File: src/plp_pkg.sv
// shared types and constants for the point-to-line projection block
// depends on nothing; used by plp_div_cell and point_line_projection
package plp_pkg;

   localparam int COORD_WIDTH     = 16;
   localparam int DIFF_WIDTH      = COORD_WIDTH + 1;
   localparam int PROD_WIDTH      = 2 * DIFF_WIDTH;
   localparam int MAG_WIDTH       = PROD_WIDTH + 1;
   localparam int PARAM_FRAC_BITS = 16;
   localparam int PARAM_WIDTH     = 32;
   localparam int QUOT_BITS       = PARAM_WIDTH + 1;

   // input word
   typedef struct packed {
      logic signed [COORD_WIDTH-1:0] start_x;
      logic signed [COORD_WIDTH-1:0] start_y;
      logic signed [COORD_WIDTH-1:0] end_x;
      logic signed [COORD_WIDTH-1:0] end_y;
      logic signed [COORD_WIDTH-1:0] query_x;
      logic signed [COORD_WIDTH-1:0] query_y;
   } point_req_type;

   // result word
   typedef struct packed {
      logic signed [COORD_WIDTH-1:0] nearest_x;
      logic signed [COORD_WIDTH-1:0] nearest_y;
      logic signed [PARAM_WIDTH-1:0] line_param;
      logic                          degenerate;
      logic                          clipped;
   } point_rsp_type;

   // per-word data carried alongside the divider
   typedef struct packed {
      logic signed [COORD_WIDTH-1:0] sx;
      logic signed [COORD_WIDTH-1:0] sy;
      logic signed [DIFF_WIDTH-1:0]  dx;
      logic signed [DIFF_WIDTH-1:0]  dy;
      logic                          degen;
      logic                          neg;
      logic                          ovf;
   } plp_side_type;

endpackage

File: src/plp_div_cell.sv
// one restoring division step of the projection divider chain
// depends on plp_pkg
module plp_div_cell #(
   parameter int NUM_WIDTH = plp_pkg::MAG_WIDTH + plp_pkg::PARAM_FRAC_BITS,
   parameter int SHIFT     = 0
) (
   input  logic                                 clock,
   input  logic                                 reset,
   input  logic                                 in_valid,
   input  logic [NUM_WIDTH-1:0]                 in_rem,
   input  logic [plp_pkg::MAG_WIDTH-1:0]        in_len2,
   input  logic [plp_pkg::QUOT_BITS-1:0]        in_quot,
   input  plp_pkg::plp_side_type                in_side,
   output logic                                 out_valid,
   output logic [NUM_WIDTH-1:0]                 out_rem,
   output logic [plp_pkg::MAG_WIDTH-1:0]        out_len2,
   output logic [plp_pkg::QUOT_BITS-1:0]        out_quot,
   output plp_pkg::plp_side_type                out_side
);

   localparam int TW = NUM_WIDTH + plp_pkg::QUOT_BITS;

   logic [TW-1:0]                  trial;
   logic                           fits;
   logic                           valid_ff;
   logic [NUM_WIDTH-1:0]           rem_ff, rem_in;
   logic [plp_pkg::MAG_WIDTH-1:0]  len2_ff;
   logic [plp_pkg::QUOT_BITS-1:0]  quot_ff, quot_in;
   plp_pkg::plp_side_type          side_ff;

   // compare and subtract the shifted divisor
   always_comb begin
      trial   = TW'(in_len2) << SHIFT;
      fits    = TW'(in_rem) >= trial;
      rem_in  = fits ? (in_rem - trial[NUM_WIDTH-1:0]) : in_rem;
      quot_in = {in_quot[plp_pkg::QUOT_BITS-2:0], fits};
   end

   always_ff @(posedge clock) begin
      if (reset) begin
         valid_ff <= 1'b0;
      end else begin
         valid_ff <= in_valid;
      end
   end

   always_ff @(posedge clock) begin
      rem_ff  <= rem_in;
      len2_ff <= in_len2;
      quot_ff <= quot_in;
      side_ff <= in_side;
   end

   assign out_valid = valid_ff;
   assign out_rem   = rem_ff;
   assign out_len2  = len2_ff;
   assign out_quot  = quot_ff;
   assign out_side  = side_ff;

endmodule
File: config.mk
export PLATFORM = sky130hd
export DESIGN_NAME = plp_div_cell
export DESIGN_NICKNAME = d
export VERILOG_FILES = /design/src/plp_pkg.sv /design/src/plp_div_cell.sv
export SDC_FILE = /design/constraint.sdc
export NUM_CORES = 1
export LEC_CHECK = 0
export BUFFER_PORTS_ARGS = -buffer_cell sky130_fd_sc_hd__buf_2
export CELL_PAD_IN_SITES_DETAIL_PLACEMENT = 1
export CELL_PAD_IN_SITES_GLOBAL_PLACEMENT = 2
export CORE_MARGIN = 5
export CORE_UTILIZATION = 25
export DETAILED_ROUTE_END_ITERATION = 10
export GPL_TIMING_DRIVEN = 0
export HOLD_SLACK_MARGIN = 0.03
export PLACE_DENSITY = 0.91
export SLEW_MARGIN = 20
export SYNTH_ARGS = -nofsm -noshare
export SYNTH_HDL_FRONTEND = slang
export SYNTH_SLANG_ARGS = --single-unit
File: constraint.sdc
create_clock -name clock -period 3.95 [get_ports clock]
set_input_delay 0.79 -clock clock [delete_from_list [all_inputs] [get_ports clock]]
set_output_delay 0.79 -clock clock [all_outputs]
set_load 0.02 [all_outputs]
# Word-level counts from Yosys, hierarchy flattened
# Index checks and enable logic that the tools add are counted.
[word_totals] ff_bits=189 inputBits=191 out_inout_bits=189 wordCells=14
[classes] addsub=1 magnitude_cmp=1 mux=1
[ops] operator="$ge A51 B35 Y1" n=1
[ops] operator="$mux W51" n=1
[ops] operator="$sub A51 B35 Y51" n=1

# Logic depth before layout (Yosys ltp)
# Gate-level depths: netlist of the first run.
[logic_depth] word_depth=2 ltp_mapped=15 mapped_depth_nobuf=12

# Worst setup path before layout of the first run
# OpenSTA, ideal clock, no wires.
[synth_path] path_type="input to register" start="input port in_rem[0]" end="register rem_ff[36], in the netlist out_rem[36]" arrival_ps=3093 required_ps=3832 setup_slack_ps=739 path_stages=12 n_path_buf=0 cell_sequence="inv_1 -> ha_1 -> inv_1 -> fa_1 -> a211oi_1 -> nor2_1 -> o21bai_2 -> a221oi_2 -> a21oi_1 -> o221ai_1 -> or3_1 -> xnor2_1"
[synth_via] elab_chain_len=2
[synth_lines] element="start: declaration" line_no="plp_div_cell.sv:10" source="input logic [NUM_WIDTH-1:0] in_rem,"
[synth_lines] element="$sub A51 B35 Y51 or $ge A51 B35 Y1 (tied branches)" line_no="plp_div_cell.sv:35, plp_div_cell.sv:34"
[synth_lines] element="$mux W51 (*)" line_no="plp_div_cell.sv:35" source="rem_in = fits ? (in_rem - trial[NUM_WIDTH-1:0]) : in_rem;"
[synth_lines] element="net rem_in[36]" line_no="plp_div_cell.sv:26" source="logic [NUM_WIDTH-1:0] rem_ff, rem_in;"
[synth_lines] element="end signal: assignment" line_no="plp_div_cell.sv:48" source="rem_ff <= rem_in;"
[synth_lines] element="end: declaration" line_no="plp_div_cell.sv:26"
# The timed path passes the listed nets; every way through them passes the cells marked *.
# A chain may end at the register's enable or synchronous reset.

# Worst setup path in the final report of the first run
[layout_path] start="input port in_rem[0]" end="register rem_ff[40], in the netlist out_rem[40]"
# The elaborated chain is that of the path after synthesis.

==> results.yml, run 1 <==
worst_setup_path:
  crit_type: "input pin to flip-flop"
  arrival_ns: 3.93
  required_ns: 4.25
  cp_max_fo: 6
  worst_setup_path_end_kind: "flip-flop"
  crit_path_start_kind: "input pin"
layout:
  nets: 1304
  final_common_cell: "buf_2"
  fin_util_pct: 36.0
  layout.cells.most_common_list: "buf_2 (379), dfxtp_1 (189), a21oi_1 (58)"
  drive_gt1_share_pct: 42.2
  final_cell_area_um2: 9910
  fin_cells: 1468
  multi_input_area_um2: 2840
  seqCellArea_um2: 3780
  area_delta_synth_final_pct: 43.2
  nFillCells: 3291
  insertedDiodeCount: 0
power:
  clkPwrFrac_pct: 37.1
  pwr-share-comb_pct: 20.3
  p_switching_uw: 1630
  pwr-share-seq_pct: 42.6
  p_sw_share_pct: 32.9
  powerDensity_nw_per_um2: 500
  power.leakage_uw: 0.00473
  p_int_uw: 3320
  ir_worst_vdd_uv: 253
logic_synthesis:
  synthTopCellsByArea: "dfxtp_1 (55%), ha_1 (6.3%), a21oi_1 (4.2%)"
  synth_fp_nets: 908
  syn-cell-area_um2: 6920
  synth_compound_area_share_pct: 14.9
  synth_edf_count: 0
  synth_fa_ha_area_share_pct: 6.61
  synth_cells: 681
  synth_mux_area_share_pct: 0.163
  ys_seq_elements: 189
  syn_avg_cell_area_um2: 10.2
  yosysTopAreaCell: "dfxtp_1"
  synth_cell_types: 61
  synth_top_family_by_area: "compound AO/OA/AOI/OAI gates"
  synthArstFlopShare_pct: 0
  synthSimpleGateAreaFrac_pct: 13.3
  synth-xor-area-share_pct: 5.95
  yosys_warnings: 0
  yosysTopAreaCellShare_pct: 54.7
  ys_seq_area_share_pct: 54.7
  synth_flop_cell: "dfxtp_1"
cts:
  cts-buffers-inserted: 17
  clock-sinks: 189
  clock_path_buffers: 2
  postCtsSetupBuffers: 0
  cts_tree: "yes"
  cts_root_buf: "clkbuf_16"
  path_clk_slew_ns: 0.09
  cts-htree-levels: 4
route:
  ant_nets: 0
  dr.pass1.iters: 4
  remaining_drc_errors: 0
  wl_per_cell_um: 18.7
  num_vias: 6431
  wl_um: 27500
  viasPerCell: 4.38
  first_iter_violations: 175
global_route:
  grt_first_pass_wirelength_um: 39900
  grt-ovfl-total: 0
  grt_max_degree: 23
  antenna_found_initial: 2
  grt_use_total_pct: 16.9
  grt_pass1_vias: 6779
sta:
  fin_tns_setup_ns: 0
  tightest_slew_ns: 0.658
  holdWs_ns: 0.440
  fin_crit_sh_pct: 91.9
  hold_viol_final: 0
  rsz0062_at_grt: "no"
  max_freq_mhz: 275
  setup_viol: 0
  finalCriticalPeriod_ns: 3.63
  slew_violations: 0
  relSlewSlack_pct: 55.6
min_path:
  holdPathEnd: "out_side[35]"
  whs_path_depth: 1
  hp-start: "in_side[35]"
  hold_path.class: "input pin to flip-flop"
run_status:
  status: "completed"
floorplanning:
  rows: 61
  core-area_um2: 27600
  die_x_um: 176
  dieArea_um2: 31100
  die_h_um: 176
  start_util_pct: 25.1
  num_io_pins: 380
placement:
  placedCellCount: 1436
  gp_congestion: 0.844
  place_area_um2: 9280
  io_buffers: 377
  dp_hpwl_um: 22800
job:
  cap_violations: 0
## how the worst max path moves through the flow
stage,from,endpoint,slack (ns),cells past startpoint
after CTS,in_rem[0],out_rem[50],0.18,13
after global routing,in_rem[0],out_rem[40],0.02,13
after floorplan,in_rem[0],out_rem[36],0.74,12
final,in_rem[0],out_rem[40],0.32,13
after detailed placement,in_rem[0],out_rem[50],-0.27,13
after global placement,in_rem[0],out_rem[50],-0.19,13
## cell usage after synthesis, types with 7 or more instances
library cell,n
dfxtp_1,189
a21oi_1,58
inv_1,48
nand2_1,48
nor2_1,40
ha_1,35
o21ai_0,28
xnor2_1,24
xor2_1,23
nand4_1,14
a21o_1,12
clkbuf_1,12
nor4_1,12
a21oi_2,11
nand3_1,11
nor3_1,8
a211oi_1,7
nor2_2,7
## worst max-delay path, cell delays in order
cell and delay [ns]:
buf_2 0.10, inv_1 0.05, ha_1 0.17, inv_1 0.05
fa_1 0.42, a211oi_1 0.28, nor2_1 0.13, o21bai_2 0.36
a221oi_2 0.20, a21oi_1 0.43, o221ai_1 0.35, nor4_1 0.47
xor2_1 0.12
## state kept, by name, summed over array words and instances, names as in the netlist
name / count
out_valid: 1
out_side: 69
out_quot: 33
out_rem: 51
out_len2: 35
## power groups by stage
stage	clock, uW	combinational, uW	sequential [uW]
2_1_floorplan	0	372	2380
3_3_place_gp	0	1010	2150
3_5_place_dp	0	1020	2160
4_1_cts	1900	1030	2110
5_1_grt	1960	1090	2130
6_report	1840	1010	2110
## stage by stage
stage,worst slack [ns],power (uW)
detailed placement,-0.273,3170
global route,0.0161,5180
finish,0.318,4950
floorplan,0.739,2750
global placement,-0.191,3160
CTS,0.182,5040
## final cells by class
type                    instances  share of cell area (%)
flip-flops and latches        189                    38.2
multi-input cells             422                    28.6
repair buffers                377                    19.0
well taps                     378                    4.77
clock buffers                  17                    4.29
clock inverters                15                    2.01
inverters                      49                    1.86
plain buffers                  21                    1.24
## per-layer routing
metal / track usage (%) / vias up / wire (um)
li1: - / 3142 / -
met1: 18.8 / 3044 / 10600
met2: 31.5 / 217 / 14500
met3: 5.42 / 24 / 2030
met4: 3.71 / 4 / 370
met5: 0 / - / 21
## timing repair
| item | CTS | global route |
|---|---|---|
| hold buffers | 0 | 0 |
| setup endpoints to repair | 0 | 1 |
| gates resized for setup | 0 | 1 |
## logic make-up (layout without fill, tap and decap cells)
logic type | Yosys count | in the layout
adders and majority gates | 36 | 36
AOI/OAI and AO/OA | 161 | 161
xor gates and xnor gates | 47 | 47
buffers and inverters | 70 | 479
muxes | 1 | 1
DFF | 189 | 189
and+or+nand+nor | 177 | 177
Note: power is estimated with default switching activity, not from simulation.
==> run 2: changes to the inputs <==
- BUFFER_PORTS_ARGS: -buffer_cell sky130_fd_sc_hd__buf_2 -> not set
- CORE_UTILIZATION: 25 -> 35
- DONT_BUFFER_PORTS: not set -> 1
- PLACE_DENSITY: 0.91 -> 0.9
==> run 2 against run 1 <==
Against the previous run:
- wire length shrank 8.1%
- critical path depth shrank 1
- worst setup slack gained 0.087 ns
- total power shrank 6.5%
==> results.yml, run 2 (synthesis gave the netlist of run 1 again) <==
job:
  cap_violations: 0
floorplanning:
  core-area_um2: 19500
  start_util_pct: 35.6
  rows: 51
  dieArea_um2: 22700
  die_h_um: 151
  die_x_um: 151
  num_io_pins: 380
route:
  dr.pass1.iters: 4
  ant_nets: 0
  viasPerCell: 5.18
  wl_per_cell_um: 25.7
  num_vias: 5085
  first_iter_violations: 212
  wl_um: 25300
  remaining_drc_errors: 0
sta:
  finalCriticalPeriod_ns: 3.54
  slew_violations: 0
  setup_viol: 0
  hold_viol_final: 0
  fin_tns_setup_ns: 0
  max_freq_mhz: 282
  layout_setup_ws_ns: 0.406
  fin_crit_sh_pct: 89.7
  tightest_slew_ns: 0.742
  rsz0062_at_grt: "no"
  relSlewSlack_pct: 50.1
cts:
  cts_root_buf: "clkbuf_16"
  postCtsSetupBuffers: 0
  ctsResizeCount: 0
  cts_tree: "yes"
  clock-sinks: 189
  cts-htree-levels: 4
  clock_path_buffers: 2
  cts-buffers-inserted: 17
  path_clk_slew_ns: 0.08
  hold_buffers: 0
placement:
  place_area_um2: 7250
  pre_cts_ws_ns: 0.0210
  dp_hpwl_um: 20900
  io_buffers: 0
  placedCellCount: 946
  gp_congestion: 0.798
global_route:
  grt_use_met2_pct: 37.4
  grt_max_degree: 22
  grt-busiest-layer: "met2"
  grt_util_met3_pct: 9.45
  grt_first_pass_wirelength_um: 34500
  grt_pass1_vias: 5325
  grt_util_met1_pct: 22.5
  antenna_found_initial: 12
  grt-ovfl-total: 0
  grt_use_total_pct: 21.0
power:
  total_power_uw: 4630
  powerDensity_nw_per_um2: 588
  ir_worst_vdd_uv: 223
  power.leakage_uw: 0.00325
layout:
  area_delta_synth_final_pct: 13.9
  final_common_cell: "dfxtp_1"
  final_cell_area_um2: 7880
  largest_reg_flops: 69
  layout.cells.most_common_list: "dfxtp_1 (189), a21oi_1 (58), inv_1 (48), nand2_1 (48), nor2_1 (40)"
  fin_cells: 981
  drive_gt1_share_pct: 11.5
  nets: 927
worst_setup_path:
  cp_max_fo: 6
  arrival_ns: 3.88
  required_ns: 4.29
  crit_type: "input pin to flip-flop"
  worst_setup_path_end_kind: "flip-flop"
  crit_path_start_kind: "input pin"
run_status:
  status: "completed"
min_path:
  hold_path.class: "input pin to flip-flop"
==> run 2: cell types whose count changed in the layout (fill, tap and decap cells not counted), sizes merged <==
cell    change
clkbuf      +1
buf       -377
clkinv      -1
diode       +3
==> run 2: cell type report <==
| class | instances | area (um2) |
|---|---|---|
| multi-input combinational | 422 | 2830 |
| tap | 265 | 332 |
| antenna | 3 | 7.51 |
| clock buffer | 18 | 439 |
| fill | 2184 | 11600 |
| buffer | 21 | 123 |
| clock inverter | 14 | 183 |
| sequential | 189 | 3780 |
| inverter | 49 | 184 |
==> run 2: where the power goes <==
part,total [uW],internal [uW],switching (uW),leakage (uW)
clock network,1770,886,882,0.000302
registers,2390,2080,309,0.00159
logic,479,194,285,0.00136
==> run 2: worst paths after layout <==
kind	startpoint	end	slack, ns	depth (start not counted)
worst min-delay path	in_quot[21]	out_quot[22]	0.37	0
worst max-delay path	in_rem[0]	out_rem[36]	0.41	12
==> run 2: per-layer routing <==
layer  vias to the layer above  share of wire, %
li1                       2386                 -
met1                      2427                37
met2                       229                51
met3                        31                10
met4                        12               1.5
met5                         -              0.29
==> run 2: critical path: stages <==
cell and delay [ns]:
inv_1 0.03, ha_1 0.15, inv_1 0.05, fa_1 0.42, a211oi_1 0.26, nor2_1 0.12
o21bai_2 0.39, a221oi_2 0.21, a21oi_1 0.47, o221ai_1 0.35, or3_1 0.43, xnor2_1 0.20
==> run 2: metrics by stage <==
step | hold slack (ns) | utilization, %
finish | 0.370 | 40.5
global route | 0.345 | 40.5
floorplan | 0.818 | -
CTS | 0.350 | 40.5
global placement | 0.818 | 37.3
detailed placement | 0.818 | 37.3
==> run 3: changes to the inputs <==
- ABC_AREA: not set -> 1
- CORE_UTILIZATION: 35 -> 32
==> run 3 against run 2 <==
Against the previous run:
- combinational power up 26%
- final cell count increased by 54%
- final area increased by 17%
- hold slack lost 0.0046 ns
- non-clock buffer count decreased by 12
- count of clock-buffer cells in the layout shrank 1
- total power up 3.5%
- sequential share of layout area fell by 7.1 points
- via count increased by 40%
- maximum frequency increased by 31%
- critical endpoint is now out_rem[24]
- largest power group unchanged
==> results.yml, run 3 <==
worst_setup_path:
  slowest_delay_ns: 0.47
  crit_path_start_kind: "input pin"
  worst_setup_path_end_kind: "flip-flop"
  required_ns: 4.28
  startpoint: "in_rem[0]"
  cp_slowest_cell: "fa_1"
  path_common_cell: "nand3_1"
  crit_type: "input pin to flip-flop"
  crit_path_end: "out_rem[24]"
  cp_max_fo: 5
  arrival_ns: 3.03
  cp_cell_sequence: "inv_1, ha_1, inv_1, fa_1, nand3_1, nand3_1, nand2_1, nand3_1, nand2_1, nand3_1, nand2_1, nand3_1, nand3_1, nand2_1"
logic_synthesis:
  ys_seq_area_share_pct: 46.1
  synthTopCellsByArea: "dfxtp_1 (46%), nand2_1 (19%), inv_1 (9.4%)"
  synthArstFlopShare_pct: 0
  syn_avg_cell_area_um2: 7.15
  syn-cell-area_um2: 8210
  synth_edf_count: 0
  yosys_warnings: 0
  synth_cell_types: 29
  ys_seq_elements: 189
  yosysTopAreaCellShare_pct: 46.1
  yosysTopAreaCell: "dfxtp_1"
  synth_cells: 1148
  synth_common_cells: "nand2_1 (419), inv_1 (206), dfxtp_1 (189)"
  synth_flop_cell: "dfxtp_1"
  post-synth-top-count-cell: "nand2_1"
  synth_fp_nets: 1375
sta:
  rsz0062_at_grt: "no"
  relSlewSlack_pct: 62.0
  finalCriticalPeriod_ns: 2.70
  tightest_slew_ns: 0.570
  max_freq_mhz: 370
  fin_tns_setup_ns: 0
  slew_violations: 0
  fin_crit_sh_pct: 68.4
  setup_viol: 0
  hold_viol_final: 0
floorplanning:
  rows: 58
  dieArea_um2: 29000
  start_util_pct: 32.5
  die_h_um: 170
  core-area_um2: 25300
  die_x_um: 170
  num_io_pins: 380
layout:
  nets: 1394
  area_delta_synth_final_pct: 12.7
  drive_gt1_share_pct: 6.78
  fin_cells: 1511
  largest_reg_flops: 69
  final_common_cell: "nand2_1"
  layout.cells.most_common_list: "nand2_1 (419), inv_1 (206), dfxtp_1 (189)"
job:
  cap_violations: 0
global_route:
  grt_util_met1_pct: 25.4
  grt_use_met2_pct: 39.0
  grt_pass1_vias: 7465
  grt_first_pass_wirelength_um: 46700
  grt_util_met3_pct: 6.36
  grt-ovfl-total: 0
  grt-busiest-layer: "met2"
  grt_use_total_pct: 21.9
  antenna_found_initial: 3
  grt_max_degree: 23
power:
  power.leakage_uw: 0.00472
  pwr-share-comb_pct: 12.6
  p_int_uw: 3150
  powerDensity_nw_per_um2: 518
  p_sw_share_pct: 34.3
  pwr-share-seq_pct: 49.2
  p_switching_uw: 1640
  clkPwrFrac_pct: 38.2
  ir_worst_vdd_uv: 270
run_status:
  status: "completed"
route:
  wl_um: 32900
  ant_nets: 0
  viasPerCell: 4.72
  first_iter_violations: 348
  num_vias: 7130
  dr.pass1.iters: 4
  wl_per_cell_um: 21.8
  remaining_drc_errors: 0
cts:
  hold_buffers: 0
  clock-sinks: 189
  cts-buffers-inserted: 17
  cts-htree-levels: 4
  ctsResizeCount: 0
  postCtsSetupBuffers: 0
  cts_root_buf: "clkbuf_16"
  cts_tree: "yes"
  path_clk_slew_ns: 0.09
  clock_path_buffers: 2
placement:
  dp_hpwl_um: 28000
  io_buffers: 0
  gp_congestion: 0.931
  placedCellCount: 1478
min_path:
  hold_path.class: "input pin to flip-flop"
run 3: changes by cell type in the layout (fill, tap and decap cells not counted), moves of 7 or more:
cell,previous run,this run
nand2_1,48,419
inv_1,48,206
nor2_1,40,94
nand3_1,11,59
a21oi_1,58,17
o21ai_0,28,3
xor2_1,23,3
a21o_1,12,0
nor4_1,12,0
clkbuf_1,12,1
inv_2,1,10
o21ai_1,6,15
nand4_1,14,22
a211oi_1,7,0
run 3: cell families (layout without fill, tap and decap cells):
| logic type | Yosys count | in the layout | share of synthesized area (%) |
|---|---|---|---|
| AND/OR/NAND/NOR | 621 | 621 | 30.9 |
| adder cells (fa/ha/maj) | 36 | 36 | 5.58 |
| other | 0 | 1 | 0 |
| buffers and inverters | 225 | 257 | 10.8 |
| XOR/XNOR | 21 | 21 | 2.24 |
| AO/OA/AOI/OAI | 56 | 56 | 4.34 |
| flip-flops | 189 | 189 | 46.1 |
run 3: layout make-up:
type                            count  area (um2)
Antenna cell                        1        2.50
Buffer                              9        77.6
Clock buffer                       17         425
Clock inverter                     15         200
Fill cell                        3177       16000
Inverter                          216         811
Multi-Input combinational cell    734        3540
Sequential cell                   189        3780
Tap cell                          330         413
run 3: per-layer routing:
layer	wire length [um]	part of all wire [%]	vias to the layer above
li1	-	-	3501
met1	13500	41	3345
met2	16400	50	242
met3	2250	6.8	42
met4	803	2.4	0
met5	0	0	-
run 3: per-stage QoR:
step	power, uW	cell area, um2	setup slack, ns	hold WS, ns	utilization, %
4_1_cts	4850	9250	1.32	0.345	36.6
3_5_place_dp	3010	8620	0.865	0.818	34.1
5_1_grt	5000	9250	1.12	0.341	36.6
2_1_floorplan	2780	8210	1.52	0.818	-
6_report	4800	9250	1.25	0.365	36.6
3_3_place_gp	3000	8620	0.864	0.818	34.1
run 3: worst min path at each step:
| stage | from | end | slack, ns | depth (start not counted) |
|---|---|---|---|---|
| after floorplan | in_len2[0] | out_len2[0] | 0.82 | 0 |
| after global placement | in_quot[6] | out_quot[7] | 0.82 | 0 |
| after detailed placement | in_side[66] | out_side[66] | 0.82 | 0 |
| after CTS | in_len2[10] | out_len2[10] | 0.34 | 0 |
| after global routing | in_len2[11] | out_len2[11] | 0.34 | 0 |
| final | in_len2[11] | out_len2[11] | 0.37 | 0 |
run 3: worst max-delay path: cells and delay by family:
family        cells  cell delay (ns)
fa+ha+maj         2             0.61
simple gates     10             1.52
buf+inv           2             0.10
run 3: power by group through the flow:
stage,sequential (uW),combinational (uW),clock (uW)
after floorplan,2360,425,0
after global placement,2410,594,0
after detailed placement,2410,602,0
after CTS,2370,607,1870
after global routing,2370,679,1950
final,2360,605,1830
